File: config.mk
export PLATFORM = sky130hd
export DESIGN_NAME = turtle_command_interpreter_unit_flat
export DESIGN_NICKNAME = d
export VERILOG_FILES = /design/src/tci_pkg.sv /design/src/tci_if.sv /design/src/tci_axis.sv /design/src/turtle_command_interpreter_unit.sv /design/src/flat_wrapper.sv
export VERILOG_INCLUDE_DIRS = /design/src /design/src/src
export SDC_FILE = /design/constraint.sdc
export NUM_CORES = 2
export LEC_CHECK = 0
export BUFFER_PORTS_ARGS = -buffer_cell sky130_fd_sc_hd__buf_4
export CORE_UTILIZATION = 59
export DETAILED_ROUTE_END_ITERATION = 12
export PLACE_DENSITY = 0.79
export SYNTH_ARGS = -nofsm -noshare
export SYNTH_HDL_FRONTEND = slang
export SYNTH_SLANG_ARGS = --single-unit
File: constraint.sdc
create_clock -name i_clk -period 15.55 [get_ports i_clk]
set_input_delay 4.665 -clock i_clk [delete_from_list [all_inputs] [get_ports i_clk]]
set_output_delay 4.665 -clock i_clk [all_outputs]
set_load 0.005 [all_outputs]
File: src/turtle_command_interpreter_unit_assert.svh
// assertion macros for the turtle command interpreter
// both expect i_clk and i_rst_n in the scope of use
`ifndef TURTLE_COMMAND_INTERPRETER_UNIT_ASSERT_SVH
`define TURTLE_COMMAND_INTERPRETER_UNIT_ASSERT_SVH

// consequent checked in the same cycle
`define TCI_ASSERT_NOW(lbl, ante, cons) \
    lbl: assert property (@(posedge i_clk) disable iff (!i_rst_n) (ante) |-> (cons)) \
        else $error("turtle interpreter check failed");

// consequent checked in the following cycle
`define TCI_ASSERT_NEXT(lbl, ante, cons) \
    lbl: assert property (@(posedge i_clk) disable iff (!i_rst_n) (ante) |=> (cons)) \
        else $error("turtle interpreter check failed");

`endif

File: src/tci_pkg.sv
package tci_pkg;

    localparam int STACK_DEPTH_DEF = 32;
    localparam int RUN_BITS_DEF    = 16;

    localparam int COORD_W = 31;
    localparam int POS_W   = 32;
    localparam int SCALE_W = 24;
    localparam int HEAD_W  = 5;
    localparam int SINE_W  = 17;
    localparam int IDX_W3  = 3;
    localparam int CFG_IDX_W  = 2;
    localparam int CFG_DATA_W = 32;
    localparam int KIND_W  = 2;

    // shared multiplier geometry
    localparam int MUL_W  = 24;
    localparam int PROD_W = 2 * MUL_W;
    localparam int MHI_W  = 16;
    localparam int SUM_W  = 65;
    localparam int FRAC_W = 16;
    localparam int SAT_W  = 50;
    localparam int ROUND_HALF = 32768;

    localparam logic [SCALE_W-1:0] SCALE_RESET = 24'd65536;
    localparam logic [HEAD_W-1:0]  HEAD_LAST   = 5'd23;

    localparam logic [CFG_IDX_W-1:0] CFG_ORIGIN_X   = 2'd0;
    localparam logic [CFG_IDX_W-1:0] CFG_ORIGIN_Y   = 2'd1;
    localparam logic [CFG_IDX_W-1:0] CFG_STEP_SCALE = 2'd2;

    localparam logic [KIND_W-1:0] KIND_MOVE = 2'd0;
    localparam logic [KIND_W-1:0] KIND_LINE = 2'd1;
    localparam logic [KIND_W-1:0] KIND_ERR  = 2'd2;

    localparam logic [7:0] CH_DRAW  = 8'h64;
    localparam logic [7:0] CH_MOVE  = 8'h75;
    localparam logic [7:0] CH_HOME  = 8'h72;
    localparam logic [7:0] CH_ORIG  = 8'h6f;
    localparam logic [7:0] CH_PUSH  = 8'h5b;
    localparam logic [7:0] CH_POP   = 8'h5d;
    localparam logic [7:0] CH_LEFT  = 8'h3c;
    localparam logic [7:0] CH_RIGHT = 8'h3e;
    localparam logic [7:0] CH_SPACE = 8'h20;
    localparam logic [7:0] CH_TAB   = 8'h09;
    localparam logic [7:0] CH_CR    = 8'h0d;

    typedef struct packed {
        logic                      start;
        logic [MUL_W-1:0]          count;
        logic [SCALE_W-1:0]        scale;
        logic [SINE_W-1:0]         sine;
        logic                      neg;
        logic signed [POS_W-1:0]   base;
    } t_axis_req;

    typedef struct packed {
        logic                      busy;
        logic                      done;
        logic signed [POS_W-1:0]   value;
    } t_axis_rsp;

    typedef struct packed {
        logic [IDX_W3-1:0] ix;
        logic [IDX_W3-1:0] iy;
        logic              nx;
        logic              ny;
    } t_dir;

    // sine of 0..90 degrees in 15 degree steps, Q.16
    function automatic logic [SINE_W-1:0] sine_q16(input logic [IDX_W3-1:0] idx);
        logic [SINE_W-1:0] v;
        case (idx)
            3'd0:    v = 17'd0;
            3'd1:    v = 17'd16962;
            3'd2:    v = 17'd32768;
            3'd3:    v = 17'd46341;
            3'd4:    v = 17'd56756;
            3'd5:    v = 17'd63303;
            3'd6:    v = 17'd65536;
            default: v = 17'd0;
        endcase
        return v;
    endfunction

    // quadrant split of the heading into table indexes and signs
    function automatic t_dir heading_dir(input logic [HEAD_W-1:0] h);
        t_dir d;
        if (h < 5'd7) begin
            d.ix = h[IDX_W3-1:0];
            d.iy = IDX_W3'(5'd6 - h);
            d.nx = 1'b1;
            d.ny = 1'b1;
        end else if (h < 5'd13) begin
            d.ix = IDX_W3'(5'd12 - h);
            d.iy = IDX_W3'(h - 5'd6);
            d.nx = 1'b1;
            d.ny = 1'b0;
        end else if (h < 5'd19) begin
            d.ix = IDX_W3'(h - 5'd12);
            d.iy = IDX_W3'(5'd18 - h);
            d.nx = 1'b0;
            d.ny = 1'b0;
        end else begin
            d.ix = IDX_W3'(5'd24 - h);
            d.iy = IDX_W3'(h - 5'd18);
            d.nx = 1'b0;
            d.ny = 1'b1;
        end
        return d;
    endfunction

endpackage

File: src/tci_if.sv
interface tci_cmd_if;
    logic       valid;
    logic       ready;
    logic       op;
    logic [7:0] char_code;

    modport source (output valid, output op, output char_code, input ready);
    modport sink   (input valid, input op, input char_code, output ready);
endinterface

interface tci_res_if;
    logic                                  valid;
    logic                                  ready;
    logic [tci_pkg::KIND_W-1:0]            kind;
    logic signed [tci_pkg::POS_W-1:0]      pos_x;
    logic signed [tci_pkg::POS_W-1:0]      pos_y;
    logic                                  last;

    modport source (output valid, output kind, output pos_x, output pos_y, output last,
                    input ready);
    modport sink   (input valid, input kind, input pos_x, input pos_y, input last,
                    output ready);
endinterface

interface tci_cfg_if;
    logic                              valid;
    logic                              ready;
    logic [tci_pkg::CFG_IDX_W-1:0]     index;
    logic [tci_pkg::CFG_DATA_W-1:0]    data;

    modport source (output valid, output index, output data, input ready);
    modport sink   (input valid, input index, input data, output ready);
endinterface

File: src/tci_axis.sv
module tci_axis (
    input  logic                i_clk,
    input  logic                i_rst_n,
    input  tci_pkg::t_axis_req  i_req,
    output tci_pkg::t_axis_rsp  o_rsp
);

    localparam int MUL_W  = tci_pkg::MUL_W;
    localparam int PROD_W = tci_pkg::PROD_W;
    localparam int MHI_W  = tci_pkg::MHI_W;
    localparam int SUM_W  = tci_pkg::SUM_W;
    localparam int FRAC_W = tci_pkg::FRAC_W;
    localparam int SAT_W  = tci_pkg::SAT_W;
    localparam int POS_W  = tci_pkg::POS_W;
    localparam logic signed [SAT_W-1:0] HI_LIM = SAT_W'(2**(POS_W-1) - 1);
    localparam logic signed [SAT_W-1:0] LO_LIM = ~HI_LIM;

    typedef enum logic [2:0] {
        A_IDLE, A_P1, A_P2, A_P3, A_P4, A_P5
    } t_astate;

    t_astate                        r_state;
    logic [MUL_W-1:0]               r_count;
    logic [tci_pkg::SCALE_W-1:0]    r_scale;
    logic [tci_pkg::SINE_W-1:0]     r_sine;
    logic                           r_neg;
    logic signed [POS_W-1:0]        r_base;
    logic [PROD_W-1:0]              r_prod;
    logic [MHI_W-1:0]               r_mhi;
    logic [PROD_W-1:0]              r_lo;
    logic [SUM_W-1:0]               r_sum;

    logic [MUL_W-1:0]               mul_a;
    logic [MUL_W-1:0]               mul_b;
    logic signed [SAT_W-1:0]        sat_base;
    logic signed [SAT_W-1:0]        sat_mag;
    logic signed [SAT_W-1:0]        sat_sum;
    logic signed [POS_W-1:0]        sat_val;

    // one multiplier: scale*sine, then count times the low and high halves
    always_comb begin
        case (r_state)
            A_P1: begin
                mul_a = r_scale;
                mul_b = MUL_W'(r_sine);
            end
            A_P2: begin
                mul_a = r_count;
                mul_b = r_prod[MUL_W-1:0];
            end
            A_P3: begin
                mul_a = r_count;
                mul_b = MUL_W'(r_mhi);
            end
            default: begin
                mul_a = r_count;
                mul_b = '0;
            end
        endcase
    end

    always_comb begin
        sat_base = {{(SAT_W-POS_W){r_base[POS_W-1]}}, r_base};
        sat_mag  = $signed({1'b0, r_sum[SUM_W-1:FRAC_W]});
        sat_sum  = r_neg ? (sat_base - sat_mag) : (sat_base + sat_mag);
        if (sat_sum > HI_LIM) begin
            sat_val = HI_LIM[POS_W-1:0];
        end else if (sat_sum < LO_LIM) begin
            sat_val = LO_LIM[POS_W-1:0];
        end else begin
            sat_val = sat_sum[POS_W-1:0];
        end
    end

    always_ff @(posedge i_clk) begin
        if (!i_rst_n) begin
            r_state <= A_IDLE;
        end else begin
            r_prod <= mul_a * mul_b;
            case (r_state)
                A_IDLE: begin
                    if (i_req.start) begin
                        r_count <= i_req.count;
                        r_scale <= i_req.scale;
                        r_sine  <= i_req.sine;
                        r_neg   <= i_req.neg;
                        r_base  <= i_req.base;
                        r_state <= A_P1;
                    end
                end
                A_P1: r_state <= A_P2;
                A_P2: begin
                    r_mhi   <= r_prod[MUL_W+MHI_W-1:MUL_W];
                    r_state <= A_P3;
                end
                A_P3: begin
                    r_lo    <= r_prod;
                    r_state <= A_P4;
                end
                A_P4: begin
                    r_sum <= {{(SUM_W-PROD_W){1'b0}}, r_lo}
                           + ({{(SUM_W-PROD_W){1'b0}}, r_prod} << MUL_W)
                           + SUM_W'(tci_pkg::ROUND_HALF);
                    r_state <= A_P5;
                end
                A_P5: r_state <= A_IDLE;
                default: r_state <= A_IDLE;
            endcase
        end
    end

    assign o_rsp.busy  = (r_state != A_IDLE);
    assign o_rsp.done  = (r_state == A_P5);
    assign o_rsp.value = sat_val;

endmodule

File: src/turtle_command_interpreter_unit.sv
// turtle command interpreter: one byte per beat, ready low until the item is done
// a byte that only extends a run or is ignored is taken in idle; any other byte
// goes through the action state, then the emit state for home, origin and push, and
// the stack read and emit states for pop; a pending run flush first makes two passes
// (x then y) through the shared 24x24 multiplier unit and loads the result register
// reset (i_rst_n low at a clock edge) clears registers; emits wait on o_res.ready
`include "turtle_command_interpreter_unit_assert.svh"

module turtle_command_interpreter_unit #(
    parameter int STACK_DEPTH = tci_pkg::STACK_DEPTH_DEF,
    parameter int RUN_BITS    = tci_pkg::RUN_BITS_DEF
) (
    input  logic      i_clk,
    input  logic      i_rst_n,
    tci_cmd_if.sink   i_cmd,
    tci_cfg_if.sink   i_cfg,
    tci_res_if.source o_res
);

    localparam int IDX_W  = (STACK_DEPTH > 1) ? $clog2(STACK_DEPTH) : 1;
    localparam int LVL_W  = $clog2(STACK_DEPTH + 1);
    localparam int POS_W  = tci_pkg::POS_W;
    localparam int HEAD_W = tci_pkg::HEAD_W;

    typedef enum logic [3:0] {
        S_IDLE, S_FX, S_FXW, S_FY, S_FYW, S_FEMIT, S_ACT, S_POP, S_AEMIT
    } t_state;

    typedef enum logic [2:0] {
        ACT_NONE, ACT_HOME, ACT_ORIGIN, ACT_PUSH, ACT_POP, ACT_LEFT, ACT_RIGHT
    } t_act;

    t_state                          r_state;
    t_act                            r_act;
    logic [tci_pkg::COORD_W-1:0]     r_org_x;
    logic [tci_pkg::COORD_W-1:0]     r_org_y;
    logic [tci_pkg::SCALE_W-1:0]     r_scale;
    logic signed [POS_W-1:0]         r_cur_x;
    logic signed [POS_W-1:0]         r_cur_y;
    logic [HEAD_W-1:0]               r_heading;
    logic [RUN_BITS-1:0]             r_draw;
    logic [RUN_BITS-1:0]             r_move;
    logic [RUN_BITS-1:0]             r_cnt;
    logic [tci_pkg::KIND_W-1:0]      r_fkind;
    logic [tci_pkg::KIND_W-1:0]      r_ekind;
    logic [LVL_W-1:0]                r_level;
    logic                            r_halted;

    logic                            r_ov;
    logic [tci_pkg::KIND_W-1:0]      r_o_kind;
    logic signed [POS_W-1:0]         r_o_x;
    logic signed [POS_W-1:0]         r_o_y;
    logic                            r_o_last;

    logic [2*POS_W-1:0]              r_stack_xy [STACK_DEPTH];
    logic [HEAD_W-1:0]               r_stack_hd [STACK_DEPTH];
    logic [2*POS_W-1:0]              r_rd_xy;
    logic [HEAD_W-1:0]               r_rd_hd;

    tci_pkg::t_axis_req              axis_req;
    tci_pkg::t_axis_rsp              axis_rsp;
    tci_pkg::t_dir                   dir;
    t_act                            dec_act;
    logic                            cmd_take;
    logic                            cfg_take;
    logic                            slot_free;
    logic                            res_load;
    logic                            has_run;
    logic                            stack_full;
    logic                            act_silent;
    logic                            mem_we;
    logic                            mem_re;
    logic [IDX_W-1:0]                mem_addr;

    assign cmd_take   = i_cmd.valid && i_cmd.ready;
    assign cfg_take   = i_cfg.valid && i_cfg.ready;
    assign slot_free  = !r_ov || o_res.ready;
    assign res_load   = ((r_state == S_FEMIT) || (r_state == S_AEMIT)) && slot_free;
    assign has_run    = (r_draw != '0) || (r_move != '0);
    assign stack_full = (r_level >= LVL_W'(STACK_DEPTH));
    assign act_silent = (r_act == ACT_NONE) || (r_act == ACT_LEFT) || (r_act == ACT_RIGHT);
    assign dir        = tci_pkg::heading_dir(r_heading);

    assign i_cmd.ready = (r_state == S_IDLE);
    assign i_cfg.ready = (r_state == S_IDLE);

    assign o_res.valid = r_ov;
    assign o_res.kind  = r_o_kind;
    assign o_res.pos_x = r_o_x;
    assign o_res.pos_y = r_o_y;
    assign o_res.last  = r_o_last;

    always_comb begin
        case (i_cmd.char_code)
            tci_pkg::CH_HOME:  dec_act = ACT_HOME;
            tci_pkg::CH_ORIG:  dec_act = ACT_ORIGIN;
            tci_pkg::CH_PUSH:  dec_act = ACT_PUSH;
            tci_pkg::CH_POP:   dec_act = ACT_POP;
            tci_pkg::CH_LEFT:  dec_act = ACT_LEFT;
            tci_pkg::CH_RIGHT: dec_act = ACT_RIGHT;
            default:           dec_act = ACT_NONE;
        endcase
    end

    // x pass in S_FX, y pass in S_FY
    always_comb begin
        axis_req.start = (r_state == S_FX) || (r_state == S_FY);
        axis_req.count = tci_pkg::MUL_W'(r_cnt);
        axis_req.scale = r_scale;
        if (r_state == S_FY) begin
            axis_req.sine = tci_pkg::sine_q16(dir.iy);
            axis_req.neg  = dir.ny;
            axis_req.base = r_cur_y;
        end else begin
            axis_req.sine = tci_pkg::sine_q16(dir.ix);
            axis_req.neg  = dir.nx;
            axis_req.base = r_cur_x;
        end
    end

    tci_axis u_axis (
        .i_clk   (i_clk),
        .i_rst_n (i_rst_n),
        .i_req   (axis_req),
        .o_rsp   (axis_rsp)
    );

    assign mem_we   = (r_state == S_ACT) && (r_act == ACT_PUSH) && !stack_full;
    assign mem_re   = (r_state == S_ACT) && (r_act == ACT_POP) && (r_level != '0);
    assign mem_addr = (r_act == ACT_POP) ? IDX_W'(r_level - LVL_W'(1))
                                         : IDX_W'(r_level);

    always_ff @(posedge i_clk) begin
        if (mem_we) begin
            r_stack_xy[mem_addr] <= {r_cur_x, r_cur_y};
            r_stack_hd[mem_addr] <= r_heading;
        end
        if (mem_re) begin
            r_rd_xy <= r_stack_xy[mem_addr];
            r_rd_hd <= r_stack_hd[mem_addr];
        end
    end

    always_ff @(posedge i_clk) begin
        if (!i_rst_n) begin
            r_state    <= S_IDLE;
            r_act      <= ACT_NONE;
            r_org_x    <= '0;
            r_org_y    <= '0;
            r_scale    <= tci_pkg::SCALE_RESET;
            r_cur_x    <= '0;
            r_cur_y    <= '0;
            r_heading  <= '0;
            r_draw     <= '0;
            r_move     <= '0;
            r_level    <= '0;
            r_halted   <= 1'b0;
            r_ov       <= 1'b0;
        end else begin
            if (o_res.valid && o_res.ready && !res_load) begin
                r_ov <= 1'b0;
            end
            case (r_state)
                S_IDLE: begin
                    if (cmd_take && !r_halted) begin
                        r_act <= i_cmd.op ? ACT_NONE : dec_act;
                        if (i_cmd.op) begin
                            if (has_run) begin
                                r_cnt   <= (r_draw != '0) ? r_draw : r_move;
                                r_fkind <= (r_draw != '0) ? tci_pkg::KIND_LINE
                                                          : tci_pkg::KIND_MOVE;
                                r_draw  <= '0;
                                r_move  <= '0;
                                r_state <= S_FX;
                            end
                        end else begin
                            case (i_cmd.char_code)
                                tci_pkg::CH_DRAW: begin
                                    if (r_move != '0) begin
                                        r_cnt   <= r_move;
                                        r_fkind <= tci_pkg::KIND_MOVE;
                                        r_move  <= '0;
                                        r_state <= S_FX;
                                    end
                                    if (r_draw != '1) begin
                                        r_draw <= r_draw + RUN_BITS'(1);
                                    end
                                end
                                tci_pkg::CH_MOVE: begin
                                    if (r_draw != '0) begin
                                        r_cnt   <= r_draw;
                                        r_fkind <= tci_pkg::KIND_LINE;
                                        r_draw  <= '0;
                                        r_state <= S_FX;
                                    end
                                    if (r_move != '1) begin
                                        r_move <= r_move + RUN_BITS'(1);
                                    end
                                end
                                default: begin
                                    if (!(i_cmd.char_code inside {tci_pkg::CH_SPACE,
                                            [tci_pkg::CH_TAB:tci_pkg::CH_CR]})) begin
                                        if (has_run) begin
                                            r_cnt   <= (r_draw != '0) ? r_draw : r_move;
                                            r_fkind <= (r_draw != '0) ? tci_pkg::KIND_LINE
                                                                      : tci_pkg::KIND_MOVE;
                                            r_draw  <= '0;
                                            r_move  <= '0;
                                            r_state <= S_FX;
                                        end else begin
                                            r_state <= S_ACT;
                                        end
                                    end
                                end
                            endcase
                        end
                    end
                end
                S_FX: r_state <= S_FXW;
                S_FXW: begin
                    if (axis_rsp.done) begin
                        r_cur_x <= axis_rsp.value;
                        r_state <= S_FY;
                    end
                end
                S_FY: r_state <= S_FYW;
                S_FYW: begin
                    if (axis_rsp.done) begin
                        r_cur_y <= axis_rsp.value;
                        r_state <= S_FEMIT;
                    end
                end
                S_FEMIT: begin
                    if (slot_free) begin
                        r_ov     <= 1'b1;
                        r_o_kind <= r_fkind;
                        r_o_x    <= r_cur_x;
                        r_o_y    <= r_cur_y;
                        r_o_last <= act_silent;
                        r_state  <= S_ACT;
                    end
                end
                S_ACT: begin
                    case (r_act)
                        ACT_HOME: begin
                            r_heading <= '0;
                            r_cur_x   <= $signed({1'b0, r_org_x});
                            r_cur_y   <= $signed({1'b0, r_org_y});
                            r_ekind   <= tci_pkg::KIND_MOVE;
                            r_state   <= S_AEMIT;
                        end
                        ACT_ORIGIN: begin
                            r_cur_x <= $signed({1'b0, r_org_x});
                            r_cur_y <= $signed({1'b0, r_org_y});
                            r_ekind <= tci_pkg::KIND_MOVE;
                            r_state <= S_AEMIT;
                        end
                        ACT_PUSH: begin
                            if (stack_full) begin
                                r_halted <= 1'b1;
                                r_ekind  <= tci_pkg::KIND_ERR;
                            end else begin
                                r_level <= r_level + LVL_W'(1);
                                r_ekind <= tci_pkg::KIND_MOVE;
                            end
                            r_state <= S_AEMIT;
                        end
                        ACT_POP: begin
                            if (r_level == '0) begin
                                r_halted <= 1'b1;
                                r_ekind  <= tci_pkg::KIND_ERR;
                                r_state  <= S_AEMIT;
                            end else begin
                                r_level <= r_level - LVL_W'(1);
                                r_ekind <= tci_pkg::KIND_MOVE;
                                r_state <= S_POP;
                            end
                        end
                        ACT_LEFT: begin
                            r_heading <= (r_heading == tci_pkg::HEAD_LAST) ? '0
                                         : r_heading + HEAD_W'(1);
                            r_state   <= S_IDLE;
                        end
                        ACT_RIGHT: begin
                            r_heading <= (r_heading == '0) ? tci_pkg::HEAD_LAST
                                         : r_heading - HEAD_W'(1);
                            r_state   <= S_IDLE;
                        end
                        default: r_state <= S_IDLE;
                    endcase
                end
                S_POP: begin
                    // registered stack read lands here
                    r_cur_x   <= $signed(r_rd_xy[2*POS_W-1:POS_W]);
                    r_cur_y   <= $signed(r_rd_xy[POS_W-1:0]);
                    r_heading <= r_rd_hd;
                    r_state   <= S_AEMIT;
                end
                S_AEMIT: begin
                    if (slot_free) begin
                        r_ov     <= 1'b1;
                        r_o_kind <= r_ekind;
                        r_o_x    <= r_cur_x;
                        r_o_y    <= r_cur_y;
                        r_o_last <= 1'b1;
                        r_state  <= S_IDLE;
                    end
                end
                default: r_state <= S_IDLE;
            endcase

            if (cfg_take) begin
                case (i_cfg.index)
                    tci_pkg::CFG_ORIGIN_X: begin
                        r_org_x <= i_cfg.data[tci_pkg::COORD_W-1:0];
                        r_cur_x <= $signed({1'b0, i_cfg.data[tci_pkg::COORD_W-1:0]});
                    end
                    tci_pkg::CFG_ORIGIN_Y: begin
                        r_org_y <= i_cfg.data[tci_pkg::COORD_W-1:0];
                        r_cur_y <= $signed({1'b0, i_cfg.data[tci_pkg::COORD_W-1:0]});
                    end
                    tci_pkg::CFG_STEP_SCALE: begin
                        r_scale <= i_cfg.data[tci_pkg::SCALE_W-1:0];
                    end
                    default: begin
                    end
                endcase
            end
        end
    end

    // once halted and drained, nothing new appears on the output
    `TCI_ASSERT_NEXT(a_halt_silent, r_halted && !r_ov && r_state == S_IDLE, !r_ov)
    // a new byte is never taken while the shared unit is still working
    `TCI_ASSERT_NOW(a_ready_unit_idle, i_cmd.ready, !axis_rsp.busy)
    // a stack error is always the final beat and leaves the block halted
    `TCI_ASSERT_NOW(a_err_last, r_ov && r_o_kind == tci_pkg::KIND_ERR, r_o_last && r_halted)

endmodule
File: src/flat_wrapper.sv
// flat-port wrapper written by rule: the top's interface ports become plain ports
module turtle_command_interpreter_unit_flat 
#(
    parameter int STACK_DEPTH = tci_pkg::STACK_DEPTH_DEF,
    parameter int RUN_BITS    = tci_pkg::RUN_BITS_DEF
)
  (i_clk, i_rst_n, i_cmd_valid, i_cmd_op, i_cmd_char_code, i_cmd_ready, i_cfg_valid, i_cfg_index, i_cfg_data, i_cfg_ready, o_res_valid, o_res_kind, o_res_pos_x, o_res_pos_y, o_res_last, o_res_ready);
  tci_cmd_if i_cmd_i ();
  tci_cfg_if i_cfg_i ();
  tci_res_if o_res_i ();
  input  logic i_clk;
  input  logic i_rst_n;
  input wire logic [$bits(i_cmd_i.valid)-1:0] i_cmd_valid;
  input wire logic [$bits(i_cmd_i.op)-1:0] i_cmd_op;
  input wire logic [$bits(i_cmd_i.char_code)-1:0] i_cmd_char_code;
  output wire logic [$bits(i_cmd_i.ready)-1:0] i_cmd_ready;
  input wire logic [$bits(i_cfg_i.valid)-1:0] i_cfg_valid;
  input wire logic [$bits(i_cfg_i.index)-1:0] i_cfg_index;
  input wire logic [$bits(i_cfg_i.data)-1:0] i_cfg_data;
  output wire logic [$bits(i_cfg_i.ready)-1:0] i_cfg_ready;
  output wire logic [$bits(o_res_i.valid)-1:0] o_res_valid;
  output wire logic [$bits(o_res_i.kind)-1:0] o_res_kind;
  output wire logic [$bits(o_res_i.pos_x)-1:0] o_res_pos_x;
  output wire logic [$bits(o_res_i.pos_y)-1:0] o_res_pos_y;
  output wire logic [$bits(o_res_i.last)-1:0] o_res_last;
  input wire logic [$bits(o_res_i.ready)-1:0] o_res_ready;
  assign i_cmd_i.valid = i_cmd_valid;
  assign i_cmd_i.op = i_cmd_op;
  assign i_cmd_i.char_code = i_cmd_char_code;
  assign i_cmd_ready = i_cmd_i.ready;
  assign i_cfg_i.valid = i_cfg_valid;
  assign i_cfg_i.index = i_cfg_index;
  assign i_cfg_i.data = i_cfg_data;
  assign i_cfg_ready = i_cfg_i.ready;
  assign o_res_valid = o_res_i.valid;
  assign o_res_kind = o_res_i.kind;
  assign o_res_pos_x = o_res_i.pos_x;
  assign o_res_pos_y = o_res_i.pos_y;
  assign o_res_last = o_res_i.last;
  assign o_res_i.ready = o_res_ready;
  turtle_command_interpreter_unit #(.STACK_DEPTH(STACK_DEPTH), .RUN_BITS(RUN_BITS)) u_core (.i_clk(i_clk), .i_rst_n(i_rst_n), .i_cmd(i_cmd_i), .i_cfg(i_cfg_i), .o_res(o_res_i));
endmodule
==> flow_summary.toml <==
[setup_path]
cp_slowest_cell = "dfxtp_1"
slowest_delay_ns = 0.85
arrival_ns = 10.26
end_kind = "register"
rr_worst_depth = 30
critPathKind = "register to register"
r2r-end = "u_core.u_axis.r_prod[43]$_DFFE_PP_"
cp-start-kind = "register"
r2r-start = "u_core.u_axis.r_state[0]$_SDFFE_PN0P_"
worstPathRequired_ns = 16.17
crit_path_max_fanout = 58
r2r_setup_slack_ns = 5.91

[logic_synthesis]
synth_cell_types = 106
syn_inst = 8500
ys.flop_type = "edfxtp_1"
synth_area_leader_cell = "edfxtp_1"
yosys_warnings = 0
syn_area_mm2 = 0.131
ys_ff_latch = 2794
avgSynthCellArea_um2 = 15.4
ys_seq_area_frac = 0.625
async_reset_ff_frac = 0
synth_edf_count = 2589
yosys.area.top_type_share = 0.594
yosys-top-cells-area = "edfxtp_1 (59%), mux4_2 (9.5%), fa_1 (7.4%)"

[placed_design]
hpwlAfterDp_mm = 228
place.gp.congestion = 0.952
portBuffers = 116
dp_slack_ns = 6.10

[global_routing]
grt_pass1_wl_mm = 566
antenna_found_initial = 24
overflow = 0
grt_pass1_vias = 81800
grt_usage = 0.355
grt_max_degree = 148

[clock_network]
cts_resized = 0
clockBufferDepth = 4
clock_sinks = 2794
cts_made_buffers = 286
htreeDepth = 5
cts_root_buffer = "clkbuf_16"
clk_latency_ns = 0.96
cts_setup_buffers = 0
cts_hold_buf = 0
cts_tree = "yes"
cts.clk_slew.worst_paths_ns = 0.06

[detailed_routing]
wire_per_inst_um = 33.4
drtAntennaViolNets = 0
routed_via_density = 6.93
totalWireLength_mm = 396
drt-initial-drc-count = 13400
route.vias.total = 82300
dr.pass1.iters = 13
drc = 0

[timing]
fin_crit_ns = 9.64
final-hold-violation-count = 0
slew_violations = 74
rsz0062_at_grt = "no"
setup_slack_ns = 5.91
setup_tns_ns = 0
period_share = 0.620
relSlewSlack = -0.0402
finalClockSkew_ns = 0.0996
finalSetupViolCount = 0
fmax_mhz = 104
tightest_slew_ns = 1.56

[outcome]
status = "complete, but fails checks"
violations = "max-capacitance violations, max-slew violations"

[final_layout]
drive_gt1_frac = 0.158
fin_nets = 9505
syn_to_final_growth_pct = 10.5

[die]
ios = 118
die_x_um = 473
core-area_mm2 = 0.220
die_h_um = 473
die-area_mm2 = 0.224
row_count = 172
initial_core_util = 0.595

[power_and_ir_drop]
leakagePower_nw = 50.1
power.density_mw_per_mm2 = 149
switching_power_mw = 6.86
pwr-share-seq = 0.424
ir_drop_mv = 0.235
p_int_mw = 14.7
comb_power_share = 0.264
switching_share = 0.318
p_clk_frac = 0.312

[min_path]
min_path_type = "register to register"
min_to = "u_core.u_axis.r_lo[42]$_DFFE_PP_"
min_path_cells = 0
hold_start = "u_core.u_axis.r_prod[42]$_DFFE_PP_"

[job]
drv_cap = 2
==> stage by stage <==
| stage | hold WS (ns) | util | std cells | power [mW] | area, µm² |
|---|---|---|---|---|---|
| 3_3_place_gp | 0.411 | 0.617 | 11400 | 14.7 | 136000 |
| 5_1_grt | 0.431 | 0.657 | 11900 | 22.4 | 145000 |
| 2_1_floorplan | 0.400 | - | 8562 | 13.0 | 131000 |
| 6_report | 0.421 | 0.657 | 11900 | 21.6 | 145000 |
| 3_5_place_dp | 0.405 | 0.617 | 11400 | 14.8 | 136000 |
| 4_1_cts | 0.417 | 0.657 | 11900 | 21.5 | 145000 |
==> cell families (layout without fill, tap and decap cells) <==
logic type | count (synthesis) | in the layout | share of synthesized area
flip-flops | 2794 | 2794 | 0.625
AND/OR/NAND/NOR | 1765 | 1765 | 0.0626
AO/OA/AOI/OAI | 1277 | 1277 | 0.0670
buffers and inverters | 1103 | 1454 | 0.0329
adder cells (fa/ha/maj) | 751 | 751 | 0.0994
multiplexers | 624 | 624 | 0.101
XOR/XNOR | 184 | 184 | 0.0124
other | 2 | 71 | 0.0000574
==> layout by cell type, fill, tap and decap left out, types with 34 or more instances in the layout <==
master,count
nor2_1,514
nor3_1,53
mux2i_1,49
o211ai_1,50
mux4_2,552
o311ai_1,37
inv_1,654
buf_4,296
xor2_1,47
o21a_1,44
fa_1,483
nand4_1,104
a21o_1,80
a222oi_1,68
clkinv_2,39
nand2b_1,34
xnor2_1,135
edfxtp_1,2589
nand4b_1,38
dfxtp_1,199
and3_1,36
and2_1,43
clkinv_1,48
a21oi_1,280
o21ai_0,217
conb_1,64
a22oi_1,264
clkbuf_16,294
clkbuf_1,62
nand2_1,652
ha_1,267
nand3_1,68
==> layout make-up <==
class / instances / area (µm²)
diodes: 7 / 17.5
clock buffers: 363 / 7690
clock inverters: 132 / 1180
fillers: 14300 / 75400
inverters: 657 / 2470
multi-input cells: 4665 / 45500
flip-flops and latches: 2794 / 81900
well taps: 2958 / 3700
repair buffers: 302 / 2340
==> routing by layer <==
| metal | track usage | wire [µm] |
|---|---|---|
| met5 | 0 | 138 |
| met3 | 0.0896 | 51600 |
| met4 | 0.180 | 24400 |
| met1 | 0.461 | 136000 |
| met2 | 0.557 | 185000 |
==> worst max path at each step <==
stage,slack [ns],depth (start not counted),endpoint,start
after floorplan,2.26,3,u_core.u_axis.r_base[0]$_DFFE_PP_,i_rst_n
after CTS,6.07,30,u_core.u_axis.r_prod[43]$_DFFE_PP_,u_core.u_axis.r_state[0]$_SDFFE_PN0P_
final,5.91,30,u_core.u_axis.r_prod[43]$_DFFE_PP_,u_core.u_axis.r_state[0]$_SDFFE_PN0P_
after detailed placement,6.10,30,u_core.u_axis.r_prod[43]$_DFFE_PP_,u_core.u_axis.r_state[0]$_SDFFE_PN0P_
after global placement,6.28,30,u_core.u_axis.r_prod[43]$_DFFE_PP_,u_core.u_axis.r_state[0]$_SDFFE_PN0P_
after global routing,5.55,30,u_core.u_axis.r_prod[43]$_DFFE_PP_,u_core.u_axis.r_state[0]$_SDFFE_PN0P_
==> flip-flops by register name (all words and copies together), names as in the netlist, 32 cells and up <==
name,cells
u_core.u_axis.r_lo,33
u_core.u_axis.r_base,32
u_core.r_cur_x,32
u_core.r_stack_hd,160
u_core.o_res.pos_x,32
u_core.u_axis.r_prod,48
u_core.r_stack_xy,2048
u_core.r_rd_xy,64
u_core.r_cur_y,32
u_core.o_res.pos_y,32
u_core.u_axis.r_sum,49
==> power by group through the flow <==
stage | sequential (mW) | clock, mW | combinational [mW]
finish | 9.14 | 6.73 | 5.69
global route | 9.13 | 7.02 | 6.30
CTS | 9.11 | 6.75 | 5.62
detailed placement | 9.27 | 0 | 5.55
global placement | 9.25 | 0 | 5.46
floorplan | 9.12 | 0 | 3.91
==> cells in the mapped netlist, types with 69 or more instances <==
cell      number
a21oi_1      280
ha_1         268
mux4_2       552
nor2_1       537
nand2_1      653
edfxtp_1    2589
nand4_1      104
nand3_1       69
xnor2_1      135
a22oi_1      264
dfxtp_1      205
o21ai_0      218
clkbuf_1     352
inv_1        655
fa_1         483
a21o_1        80
==> worst max-delay path, delay by kind of cell, from the launching register on <==
family / cells / cell delay (ns)
adders and majority gates: 8 / 3.83
buffers and inverters: 9 / 1.35
AOI/OAI and AO/OA: 5 / 1.34
and+or+nand+nor: 6 / 1.14
DFF: 1 / 0.85
muxes: 1 / 0.79
xor gates and xnor gates: 1 / 0.09
No activity file was read; power rests on OpenSTA's default activity.
